File: src/hdl/apq_pkg.sv
// ----------------------------------------------------------------------------
// apq_pkg
// Shared types, constants and helpers for the quantized average pooling block.
// ----------------------------------------------------------------------------
package apq_pkg;

  localparam int MAX_SIDE   = 256;
  localparam int MAX_FILTER = 8;

  localparam int SIDE_W     = 9;                       // 1..256 needs 9 bits
  localparam int POS_W      = $clog2(MAX_SIDE);        // 8
  localparam int FILT_W     = 4;
  localparam int FROW_W     = $clog2(MAX_FILTER);      // 3
  localparam int LINE_DEPTH = MAX_FILTER * MAX_SIDE;   // 2048
  localparam int ADDR_W     = $clog2(LINE_DEPTH);      // 11
  localparam int ACC_W      = 15;                      // -8192..8128
  localparam int DIV_BITS   = 14;                      // magnitude up to 8192
  localparam int AREA_W     = 7;                       // up to 64
  localparam int CFG_W      = 9;
  localparam int IDX_W      = 3;

  // register indexes
  localparam logic [IDX_W-1:0] REG_IMAGE_SIDE    = 3'd0;
  localparam logic [IDX_W-1:0] REG_CHANNEL_COUNT = 3'd1;
  localparam logic [IDX_W-1:0] REG_FILTER_ROWS   = 3'd2;
  localparam logic [IDX_W-1:0] REG_FILTER_COLS   = 3'd3;
  localparam logic [IDX_W-1:0] REG_STRIDE        = 3'd4;

  // register reset values
  localparam logic [SIDE_W-1:0] RST_IMAGE_SIDE    = 9'd8;
  localparam logic [SIDE_W-1:0] RST_CHANNEL_COUNT = 9'd1;
  localparam logic [FILT_W-1:0] RST_FILTER_ROWS   = 4'd2;
  localparam logic [FILT_W-1:0] RST_FILTER_COLS   = 4'd2;
  localparam logic [FILT_W-1:0] RST_STRIDE        = 4'd2;

  localparam logic [2:0] CODE_MAX = 3'd6;

  typedef enum logic [2:0] {
    ST_IDLE,
    ST_SUM,
    ST_DRAIN,
    ST_DIV_GO,
    ST_DIV_WAIT,
    ST_EMIT
  } state_t;

  // floor(6*x/255) for x in 0..255
  function automatic logic [2:0] quant_code(input logic [7:0] x);
    logic [10:0] p;
    logic [2:0]  k;
    begin
      p = 11'(x) * 11'd6;
      k = 3'd0;
      if (p >= 11'd255)  k = 3'd1;
      if (p >= 11'd510)  k = 3'd2;
      if (p >= 11'd765)  k = 3'd3;
      if (p >= 11'd1020) k = 3'd4;
      if (p >= 11'd1275) k = 3'd5;
      if (p >= 11'd1530) k = 3'd6;
      return k;
    end
  endfunction

endpackage

File: src/hdl/apq_div.sv
// ----------------------------------------------------------------------------
// apq_div
// Radix-2 restoring divider, one quotient bit per cycle.
// ----------------------------------------------------------------------------
module apq_div (
  input  logic                              clk,
  input  logic                              rst,
  input  logic                              start,
  input  logic [apq_pkg::DIV_BITS-1:0]      dividend,
  input  logic [apq_pkg::AREA_W-1:0]        divisor,
  output logic                              busy,
  output logic                              done,
  output logic [apq_pkg::DIV_BITS-1:0]      quotient
);

  logic [apq_pkg::DIV_BITS-1:0]         quo;
  logic [apq_pkg::AREA_W-1:0]           rem;
  logic [apq_pkg::AREA_W-1:0]           dsr;
  logic [$clog2(apq_pkg::DIV_BITS)-1:0] cnt;
  logic [apq_pkg::AREA_W:0]             rem_sh;
  logic [apq_pkg::AREA_W:0]             rem_sub;
  logic                                 fits;

  always_comb begin
    rem_sh  = {rem, quo[apq_pkg::DIV_BITS-1]};
    rem_sub = rem_sh - {1'b0, dsr};
    fits    = rem_sh >= {1'b0, dsr};
  end

  always_ff @(posedge clk) begin
    if (rst) begin
      busy <= 1'b0;
      done <= 1'b0;
      cnt  <= '0;
    end else begin
      done <= 1'b0;
      if (start) begin
        busy <= 1'b1;
        cnt  <= '0;
      end else if (busy) begin
        cnt <= cnt + 1'b1;
        if (cnt == ($clog2(apq_pkg::DIV_BITS))'(apq_pkg::DIV_BITS - 1)) begin
          busy <= 1'b0;
          done <= 1'b1;
        end
      end
    end
  end

  always_ff @(posedge clk) begin
    if (start) begin
      quo <= dividend;
      rem <= '0;
      dsr <= divisor;
    end else if (busy) begin
      quo <= {quo[apq_pkg::DIV_BITS-2:0], fits};
      rem <= fits ? rem_sub[apq_pkg::AREA_W-1:0] : rem_sh[apq_pkg::AREA_W-1:0];
    end
  end

  assign quotient = quo;

endmodule

File: config.mk
export PLATFORM = sky130hd
export DESIGN_NAME = apq_div
export DESIGN_NICKNAME = d
export VERILOG_FILES = /design/src/hdl/apq_pkg.sv /design/src/hdl/apq_div.sv
export SDC_FILE = /design/constraint.sdc
export NUM_CORES = 1
export LEC_CHECK = 0
export BUFFER_PORTS_ARGS = -buffer_cell sky130_fd_sc_hd__buf_4
export CAP_MARGIN = 10
export CORE_MARGIN = 3
export CORE_UTILIZATION = 54
export CTS_CLUSTER_SIZE = 16
export DETAILED_ROUTE_END_ITERATION = 8
export PLACE_DENSITY = 0.78
export SETUP_SLACK_MARGIN = 0.3
export SYNTH_ARGS = -nofsm -noshare
export SYNTH_HDL_FRONTEND = slang
export SYNTH_SLANG_ARGS = --single-unit
File: constraint.sdc
create_clock -name clk -period 2.35 [get_ports clk]
set_input_delay 0.47 -clock clk [delete_from_list [all_inputs] [get_ports clk]]
set_output_delay 0.47 -clock clk [all_outputs]
set_load 0.02 [all_outputs]
* After elaboration in Yosys (flattened, before gate mapping)
Index checks and enable logic that the tools add are counted.
Widths: inputs -> output; s select.
** Word-level totals
- Memories kept :: 0
- Memory bits (read-only) :: 0
- RAM bits :: 0
- Bits in latches :: 0
- Output and inout bits :: 16
- Register bits :: 34
- Input port bits :: 24
** Cells by class
- $add $sub $neg :: 2
- Bitwise gates (word level) :: 1
- Shift-type cells :: 0
- Div/mod/pow operators :: 0
- Magnitude comparators :: 1
- Equal/unequal tests :: 1
- Reduce and logical (&&, ||, !) cells :: 3
- Multiply operators :: 0
- Mux-type cells :: 7
** Operator list (count)
- $mux 14 :: 2
- $ge 8x7->1 :: 1
- $mux 7 :: 1
- $sub 7x7->7 :: 1
- $add 4x1->4 const B :: 1
- $eq 4x4->1 const B :: 1
- $mux 1 :: 4
- $reduce_or 3->1 :: 1
- $reduce_bool 2->1 :: 1
- $reduce_or 2->1 :: 1
- $not 1->1 :: 1

* Depth between registers and ports, before layout
Gate-level depths: netlist of run 1.
- Depth after elaboration :: 4
- Depth in mapped cells :: 9
- Mapped depth without buffers :: 7

* Worst setup path before layout of run 1
OpenSTA, ideal clock, no wires.
- Path type :: reg-to-reg
- Start point :: register quo, in the netlist quotient[13]
- End point :: register rem[0] (netlist name)
- Arrival time :: 2.211 ns
- Required time :: 2.262 ns
- Stages on the path, launching flop included :: 10
- Library setup time :: 0.088 ns
- Setup slack :: 0.051 ns
- Period minus slack after synthesis :: 2.299 ns
- Path through :: edfxtp_1 -> inv_1 -> ha_1 -> fa_1 -> nand2b_1 -> a211o_1 -> buf_6 -> and3_1 -> buf_6 -> a311oi_2
** Between the ends
- Word-level cells in the longest chain between the ends :: 2
** Ends and longest elaborated chain
- from (decl) :: RTL line apq_div.sv:16 : logic [apq_pkg::DIV_BITS-1:0] quo;
- from (signal assigned) :: RTL line apq_div.sv:52 : quo <= dividend;
- from (signal assigned) :: RTL line apq_div.sv:56 : quo <= {quo[apq_pkg::DIV_BITS-2:0], fits};
- $sub 7x7->7 / $ge 8x7->1 (equally long branches) :: RTL line apq_div.sv:26, apq_div.sv:27
- $mux 7 * :: RTL line apq_div.sv:57 : rem <= fits ? rem_sub[apq_pkg::AREA_W-1:0] : rem_sh[apq_pkg::AREA_W-1:0];
- to (signal assigned) :: RTL line apq_div.sv:57
- to (decl) :: RTL line apq_div.sv:17 : logic [apq_pkg::AREA_W-1:0] rem;
Every way passes the cells marked *; elsewhere a longest branch is shown, timed or not.
A chain may end at the register's enable or synchronous reset.

* Final worst setup path of run 1
Same ends and word-level chain as after synthesis.

==> flow_summary.yaml, run 1 <==
synthesis:
  synth_cells: 167
  synth_seq_cells: 34
  synthesis.area_sq_um: 1900
  synth-adder-area-share_pct: 7.00
  synthMuxAreaShare_pct: 8.25
  synth-xor-area-share_pct: 2.31
  async_reset_ff_share_pct: 0
  synth_flop_cell: "edfxtp_1"
  synthSimpleGateAreaFrac_pct: 14.0
  syn-mean-instance-area_sq_um: 11.4
  synth_edf_count: 21
  yosys_warnings: 0
  synth_cell_type_count: 48
  synth_compound_area_share_pct: 15.1
  ys_seq_area_share_pct: 47.0
  synth_top_family_by_area: "compound AO/OA/AOI/OAI gates"
  syn_nets: 201
drt:
  drcViolationCount: 0
  first_pass_iters: 4
  wl_per_cell_um: 15.1
  via_per_inst: 5.62
  num_vias: 1416
  drt_iter0_markers: 47
  wirelength_um: 3810
  drtAntennaViolNets: 0
pwr:
  power.density_nw_per_um2: 614
  vdd_drop_max_mv: 0.406
  switching_share_pct: 27.7
  p_sw_w: 0.000395
  seqPwrFrac_pct: 50.6
  p_leak_nw: 0.954
  p_int_w: 0.00103
  pwr-share-comb_pct: 23.7
  clkPwrFrac_pct: 25.7
cts:
  clkLatencyLatePin_ns: 0.32
  ctsHoldBuffers: 0
  cts_tree: "yes"
  cts-root-buf: "clkbuf_4"
  h-tree-depth: 2
  cts_inserted_buffers: 5
  path_clk_slew_ns: 0.11
  clockBufferDepth: 2
  cts_sinks: 34
sta:
  period_minus_slack_ns: 2.04
  rsz0062_at_grt: "yes"
  slew_headroom_pct: 56.6
  setup-tns-final_ns: 0
  fmax_mhz: 490
  fin_crit_sh_pct: 86.9
  layout_setup_ws_ns: 0.307
  setup_viol: 0
  worstMarginPinSlew_ns: 0.651
  slew_viol_final: 0
  fin_skew_ns: 0.0104
  hold_viol: 0
setup_path:
  slowest_delay_ns: 0.39
  crit_chain: "inv_2, ha_4, fa_2, nand2b_4, a211o_4, and3_4, a311oi_2"
  cp_slowest_cell: "edfxtp_1"
  startpoint_type: "register"
  crit_buf_inv: 1
  critPathArrivalTime_ns: 2.29
  critPathTopFamily: "compound AO/OA/AOI/OAI gates"
  end_kind: "register"
  cp_max_fo: 6
  worstPathRequired_ns: 2.60
  critPathKind: "register to register"
die:
  core_sq_um: 3200
  die_area_sq_um: 4260
  die_h_um: 65.2
  fp-row-count: 20
  die_x_um: 65.2
  io_pins: 40
  start_util_pct: 59.2
placed_design:
  dp_slack_ns: 0.287
  gp_congestion: 0.815
  port_buffers: 39
  place_hpwl_um: 2790
flow_run:
  maxCapViolCount: 0
layout:
  multi_input_area_sq_um: 941
  seq_area_sq_um: 891
  drive_gt1_share_pct: 38.5
  layout_commonest_cell: "buf_4"
  fillers: 253
  layout_common_cells: "buf_4 (42), edfxtp_1 (21), mux2_2 (13), dfxtp_1 (13), inv_1 (12)"
  syn2layout_area_growth_pct: 22.4
  n_antenna_cell: 0
  nNetsFinal: 241
outcome:
  status: "completed"
global_routing:
  grt_pass1_wl_um: 6220
  grt_antenna_before_repair: 0
  grt_max_degree: 43
  grt_pass1_vias: 1408
  grt_remaining_overflow: 0
  grtUsageTotal_pct: 19.0
hold_path:
  min_path_type: "input port to register"
==> timing repair <==
item                       in CTS  in global routing
buffers inserted                0                  1
pin swaps                       1                  0
gates cloned                    1                  0
setup endpoints to repair       4                  6
resized for setup               2                  2
==> sequential cells by signal, indices dropped and copies added (netlist names) <==
signal,count
quotient,14
dsr,7
done,1
busy,1
rem,7
cnt,4
==> worst reg2reg max path, stage by stage, from the launching register on <==
cell	delay, ns
edfxtp_1	0.39
inv_2	0.07
ha_4	0.16
fa_2	0.35
nand2b_4	0.16
a211o_4	0.36
and3_4	0.22
a311oi_2	0.25
==> cell usage after synthesis, drive strengths merged (2+ instances only) <==
cell type / number / area [sq um]
a211oi: 3 / 35.0
xnor2: 3 / 26.3
a41oi: 4 / 35.0
o31ai: 2 / 15.0
nand4: 3 / 18.8
edfxtp: 21 / 631
nand2b: 2 / 12.5
o21a: 2 / 15.0
o21bai: 2 / 15.0
xor2: 2 / 17.5
ha: 9 / 113
a31oi: 2 / 12.5
nor3: 5 / 25.0
mux2: 13 / 146
nand2: 7 / 26.3
buf: 5 / 52.6
dfxtp: 13 / 260
nor2: 9 / 33.8
nor2b: 4 / 25.0
nand3: 2 / 15.0
nor3b: 6 / 45.0
a21oi: 2 / 10.0
or2: 4 / 25.0
a311oi: 2 / 30.0
clkbuf: 5 / 18.8
o21ai: 5 / 25.0
inv: 13 / 48.8
==> power groups by stage <==
stage	Combinational [W]	Sequential (W)	Clock, W
2_1_floorplan	0.000193	0.000757	0
3_3_place_gp	0.000314	0.000731	0
3_5_place_dp	0.000325	0.000734	0
4_1_cts	0.000333	0.000721	0.000376
5_1_grt	0.000366	0.000728	0.000405
6_report	0.000337	0.000721	0.000367
==> routing by layer <==
metal	part of all wire (%)	vias to the layer above	global-route usage, %
met3	3.4	4	4.96
met5	0	-	0
met1	44	687	24.8
li1	-	695	-
met2	52	30	31.6
met4	0.63	0	4.66
==> logic make-up after synthesis <==
family,after synthesis
adder cells (fa/ha/maj),10
XOR/XNOR,5
AO/OA/AOI/OAI,34
AND/OR/NAND/NOR,47
multiplexers,14
flip-flops,34
buffers and inverters,23
==> worst paths after layout <==
kind,from,endpoint,slack (ns),depth (start not counted)
max,quotient[13]$_DFFE_PP_,rem[0]$_SDFFE_PP0P_,0.31,7
min,divisor[1],dsr[1]$_DFFE_PP_,0.31,1
min reg2reg,cnt[1]$_SDFFE_PP0P_,cnt[1]$_SDFFE_PP0P_,0.54,2
max reg2reg,quotient[13]$_DFFE_PP_,rem[0]$_SDFFE_PP0P_,0.31,7
==> through the flow <==
step           total power [W]  instances  utilization (%)  hold WS (ns)  area, sq um
3_3_place_gp           0.00104        242             69.1         0.496         2210
2_1_floorplan         0.000949        167                -         0.469         1920
6_report               0.00142        252             72.5         0.315         2320
3_5_place_dp           0.00106        242             69.1         0.524         2210
5_1_grt                0.00150        252             72.5         0.291         2320
4_1_cts                0.00143        251             72.1         0.303         2310
==> layout make-up <==
type | instances | share of cell area, %
tap | 44 | 2.37
clock buffer | 7 | 2.86
clock inverter | 1 | 0.162
sequential | 34 | 38.4
timing repair buffer | 42 | 13.6
inverter | 13 | 2.10
multi-input combinational | 111 | 40.5
Power figures use the tool's default switching activity.
==> run 2, diff against run 1 <==
--- a/config.mk
+++ b/config.mk
@@ -7,9 +7,9 @@
 export LEC_CHECK = 0
 export BUFFER_PORTS_ARGS = -buffer_cell sky130_fd_sc_hd__buf_4
 export CAP_MARGIN = 10
+export CORE_ASPECT_RATIO = 0.7
 export CORE_MARGIN = 3
 export CORE_UTILIZATION = 54
-export CTS_CLUSTER_SIZE = 16
 export DETAILED_ROUTE_END_ITERATION = 8
 export PLACE_DENSITY = 0.78
 export SETUP_SLACK_MARGIN = 0.3
==> flow_summary.yaml, run 2 (synthesis results as in run 1) <==
sta:
  setup_viol: 0
  slew_headroom_pct: 57.5
  fin_skew_ns: 0.0116
  hold_ws_ns: 0.352
  fmax_mhz: 488
  fin_crit_sh_pct: 87.2
  period_minus_slack_ns: 2.05
  slew_viol_final: 0
  worstMarginPinSlew_ns: 0.637
  setup-tns-final_ns: 0
  rsz0062_at_grt: "yes"
  hold_viol: 0
pwr:
  clkPwrFrac_pct: 36.2
  p_sw_w: 0.000440
  switching_share_pct: 26.2
  pwr-share-comb_pct: 20.7
  vdd_drop_max_mv: 0.631
  p_int_w: 0.00124
  seqPwrFrac_pct: 43.1
  p_leak_nw: 0.992
  power.density_nw_per_um2: 696
cts:
  cts_sinks: 34
  cts_tree: "yes"
  clkLatencyLatePin_ns: 0.30
  path_clk_slew_ns: 0.07
  clockBufferDepth: 2
  h-tree-depth: 2
  cts-root-buf: "clkbuf_8"
  cts_inserted_buffers: 5
  ctsHoldBuffers: 0
layout:
  layout_commonest_cell: "buf_4"
  layout_common_cells: "buf_4 (44), edfxtp_1 (21), mux2_2 (13), dfxtp_1 (13), inv_1 (12)"
  largest_reg_flops: 14
  final_cell_count_no_fill: 257
  multi_input_area_sq_um: 952
  nNetsFinal: 243
  drive_gt1_share_pct: 40.0
  n_antenna_cell: 0
  syn2layout_area_growth_pct: 27.3
  final_design_area_no_fill_sq_um: 2410
  seq_area_sq_um: 891
  fillers: 228
drt:
  first_pass_iters: 4
  drcViolationCount: 0
  num_vias: 1427
  drtAntennaViolNets: 0
  wirelength_um: 4090
  drt_iter0_markers: 149
  via_per_inst: 5.55
  wl_per_cell_um: 15.9
die:
  fp-row-count: 17
  start_util_pct: 58.2
  die_area_sq_um: 4270
  die_h_um: 55.6
  io_pins: 40
  die_x_um: 76.8
  core_sq_um: 3250
global_routing:
  grt_max_degree: 43
  grt_antenna_before_repair: 0
  grt_pass1_vias: 1413
  grtUsageTotal_pct: 20.6
  grt_pass1_wl_um: 6770
  grt_remaining_overflow: 0
placed_design:
  port_buffers: 39
  dpl_cell_area_sq_um: 2210
  gp_congestion: 0.857
  place_hpwl_um: 2780
  post-place-cells: 244
setup_path:
  startpoint_type: "register"
  critPathKind: "register to register"
  cp_max_fo: 6
  critPathTopFamily: "compound AO/OA/AOI/OAI gates"
  worstPathRequired_ns: 2.56
  end_kind: "register"
  critPathArrivalTime_ns: 2.26
  crit_buf_inv: 0
  cp_slowest_cell: "edfxtp_1"
  slowest_delay_ns: 0.42
  crit_chain: "ha_4, fa_2, nand2b_4, a211o_4, and3_4, a311oi_2"
flow_run:
  maxCapViolCount: 0
hold_path:
  min_path_type: "input port to register"
outcome:
  status: "completed"
==> run 2: repair_timing <==
action / in CTS / in global routing
gates cloned: 0 / 1
endpoints found under the hold margin: 0 / 0
setup endpoints to repair: 3 / 7
pin swaps: 0 / 8
buffers inserted: 0 / 4
resized for setup: 1 / 6
==> run 2: layer usage <==
metal	share of wire [%]	vias up	GRT usage, %
met5	0	-	0
met4	1.9	0	8.53
met3	6.2	7	5.99
met2	48	37	31.4
met1	44	678	27.5
li1	-	705	-
==> run 2: path summary, 6_finish.rpt <==
kind | depth (start not counted) | endpoint | startpoint | slack (ns)
max | 6 | rem[2]$_SDFFE_PP0P_ | dsr[0]$_DFFE_PP_ | 0.30
min | 1 | dsr[2]$_DFFE_PP_ | divisor[2] | 0.35
max reg2reg | 6 | rem[2]$_SDFFE_PP0P_ | dsr[0]$_DFFE_PP_ | 0.30
min reg2reg | 2 | cnt[1]$_SDFFE_PP0P_ | cnt[1]$_SDFFE_PP0P_ | 0.52
==> run 2: metrics by stage <==
step                util (%)  setup WS (ns)  total power, W
floorplan                  -          0.181        0.000949
global placement        67.9          0.370         0.00105
detailed placement      67.9          0.294         0.00106
CTS                     72.0          0.303         0.00167
global route            74.2          0.245         0.00176
finish                  74.2          0.302         0.00168
==> run 2: area by class of cell <==
class                           instances  area share, %
Tap cell                               47           2.44
Sequential cell                        34           36.9
Timing Repair Buffer                   44           13.7
Clock buffer                            6           3.89
Multi-Input combinational cell        111           39.5
Inverter                               13           2.02
Clock inverter                          2           1.61
==> run 2: power groups by stage <==
stage               combinational [W]  sequential, W  clock, W
finish                       0.000347       0.000723  0.000608
global route                 0.000379       0.000730  0.000656
CTS                          0.000325       0.000723  0.000620
detailed placement           0.000321       0.000734         0
global placement             0.000314       0.000732         0
floorplan                    0.000193       0.000757         0
==> run 2: worst reg2reg max path: stages, from the launching register on <==
cell and delay, ns:
edfxtp_1 0.42, ha_4 0.19, fa_2 0.38, nand2b_4 0.16, a211o_4 0.37, and3_4 0.23
a311oi_2 0.22
==> run 3, diff against run 2 <==
--- a/config.mk
+++ b/config.mk
@@ -11,7 +11,7 @@
 export CORE_MARGIN = 3
 export CORE_UTILIZATION = 54
 export DETAILED_ROUTE_END_ITERATION = 8
-export PLACE_DENSITY = 0.78
+export PLACE_DENSITY = 0.75
 export SETUP_SLACK_MARGIN = 0.3
 export SYNTH_ARGS = -nofsm -noshare
 export SYNTH_HDL_FRONTEND = slang
==> flow_summary.yaml, run 3 (synthesis results as in run 1) <==
outcome:
  status: "completed"
die:
  die_x_um: 76.8
  die_h_um: 55.6
  die_area_sq_um: 4270
  core_sq_um: 3250
  start_util_pct: 58.2
  io_pins: 40
  fp-row-count: 17
flow_run:
  maxCapViolCount: 0
cts:
  cts_sinks: 34
  clkLatencyLatePin_ns: 0.28
  cts_inserted_buffers: 5
  clockBufferDepth: 2
  cts-root-buf: "clkbuf_8"
  h-tree-depth: 2
  cts_tree: "yes"
  ctsHoldBuffers: 0
  path_clk_slew_ns: 0.07
setup_path:
  reg2regPathDepth: 6
  startpoint_type: "register"
  end_kind: "register"
  cp_slowest_cell: "edfxtp_1"
  critPathKind: "register to register"
  crit_chain: "ha_4, fa_2, nand2b_4, a211o_4, and3_4, o31ai_1"
  slowest_delay_ns: 0.41
  critPathArrivalTime_ns: 2.25
  worstPathRequired_ns: 2.54
  cp_max_fo: 6
layout:
  syn2layout_area_growth_pct: 25.1
  nNetsFinal: 244
  n_antenna_cell: 0
  drive_gt1_share_pct: 39.3
  fillers: 249
  layout_commonest_cell: "buf_4"
  final_design_area_no_fill_sq_um: 2370
  largest_reg_flops: 14
  layout_common_cells: "buf_4 (45), edfxtp_1 (21), mux2_2 (13), dfxtp_1 (13), inv_1 (12)"
sta:
  hold_viol: 0
  setup-tns-final_ns: 0
  slew_viol_final: 0
  fin_crit_sh_pct: 87.7
  setup_viol: 0
  fmax_mhz: 485
  worstMarginPinSlew_ns: 0.692
  fin_skew_ns: 0.00782
  slew_headroom_pct: 53.8
  rsz0062_at_grt: "yes"
  period_minus_slack_ns: 2.06
global_routing:
  grt_max_degree: 43
  grt_pass1_wl_um: 6450
  grt_pass1_vias: 1359
  grtUsageTotal_pct: 19.2
  grt_antenna_before_repair: 0
  grt_remaining_overflow: 0
hold_path:
  whs_path_depth: 1
  min_path_type: "input port to register"
placed_design:
  place_hpwl_um: 2880
  gp_congestion: 0.873
  dpl_cell_area_sq_um: 2210
  port_buffers: 39
pwr:
  seqPwrFrac_pct: 46.7
  power.density_nw_per_um2: 654
  vdd_drop_max_mv: 0.439
  p_sw_w: 0.000427
  p_int_w: 0.00112
  clkPwrFrac_pct: 31.1
  pwr-share-comb_pct: 22.2
  p_leak_nw: 0.982
  switching_share_pct: 27.5
drt:
  wl_per_cell_um: 16.0
  wirelength_um: 4130
  via_per_inst: 5.67
  first_pass_iters: 4
  drtAntennaViolNets: 0
  num_vias: 1464
  drt_iter0_markers: 129
  drcViolationCount: 0
run 3: critical path, delay by kind of cell (launching register included):
kind	cells	cell delay [ns]
compound gates	2	0.64
fa+ha+maj	2	0.52
flops	1	0.41
simple gates	2	0.39
run 3: what timing repair did:
action                                  4_1_cts  5_1_grt
pin swaps                                     0        3
gates cloned                                  0        1
endpoints found under the hold margin         0        0
endpoints found under the setup margin        1        7
gates resized for setup                       1        1
buffers inserted                              0        5
run 3: layer usage:
| metal | global-route usage [%] | up-vias | share of wire (%) |
|---|---|---|---|
| li1 | - | 704 | - |
| met1 | 25.3 | 701 | 43 |
| met2 | 31.3 | 54 | 49 |
| met3 | 5.02 | 5 | 6.4 |
| met4 | 5.43 | 0 | 0.78 |
| met5 | 0 | - | 0 |
run 3: final cells by class:
type,count,area [sq um],area share [%]
multi-input combinational,111,931,39.3
clock inverter,2,10.0,0.422
timing repair buffer,45,338,14.2
sequential,34,891,37.6
clock buffer,6,93.8,3.96
tap,47,58.8,2.48
inverter,13,48.8,2.06
run 3: per-stage QoR:
stage	util, %	hold WS, ns	setup WS [ns]	total power, W	instances
CTS	71.4	0.356	0.321	0.00154	252
detailed placement	67.9	0.516	0.303	0.00106	244
finish	72.9	0.364	0.288	0.00155	258
global route	72.9	0.351	0.201	0.00162	258
floorplan	-	0.469	0.181	0.000949	167
global placement	67.9	0.490	0.372	0.00105	244
run 3: worst paths after layout:
kind | start | to | slack, ns
hold / removal | divisor[6] | dsr[6]$_DFFE_PP_ | 0.36
setup reg to reg | dsr[0]$_DFFE_PP_ | rem[4]$_SDFFE_PP0P_ | 0.29
hold reg to reg | cnt[3]$_SDFFE_PP0P_ | done$_SDFF_PP0_ | 0.52
setup / recovery | dsr[0]$_DFFE_PP_ | rem[4]$_SDFFE_PP0P_ | 0.29
run 3: power by group through the flow:
stage	Combinational [W]	Clock, W	Sequential [W]
final	0.000345	0.000482	0.000724
after detailed placement	0.000326	0	0.000735
after CTS	0.000330	0.000491	0.000723
after global routing	0.000373	0.000519	0.000730
after floorplan	0.000193	0	0.000757
after global placement	0.000313	0	0.000732
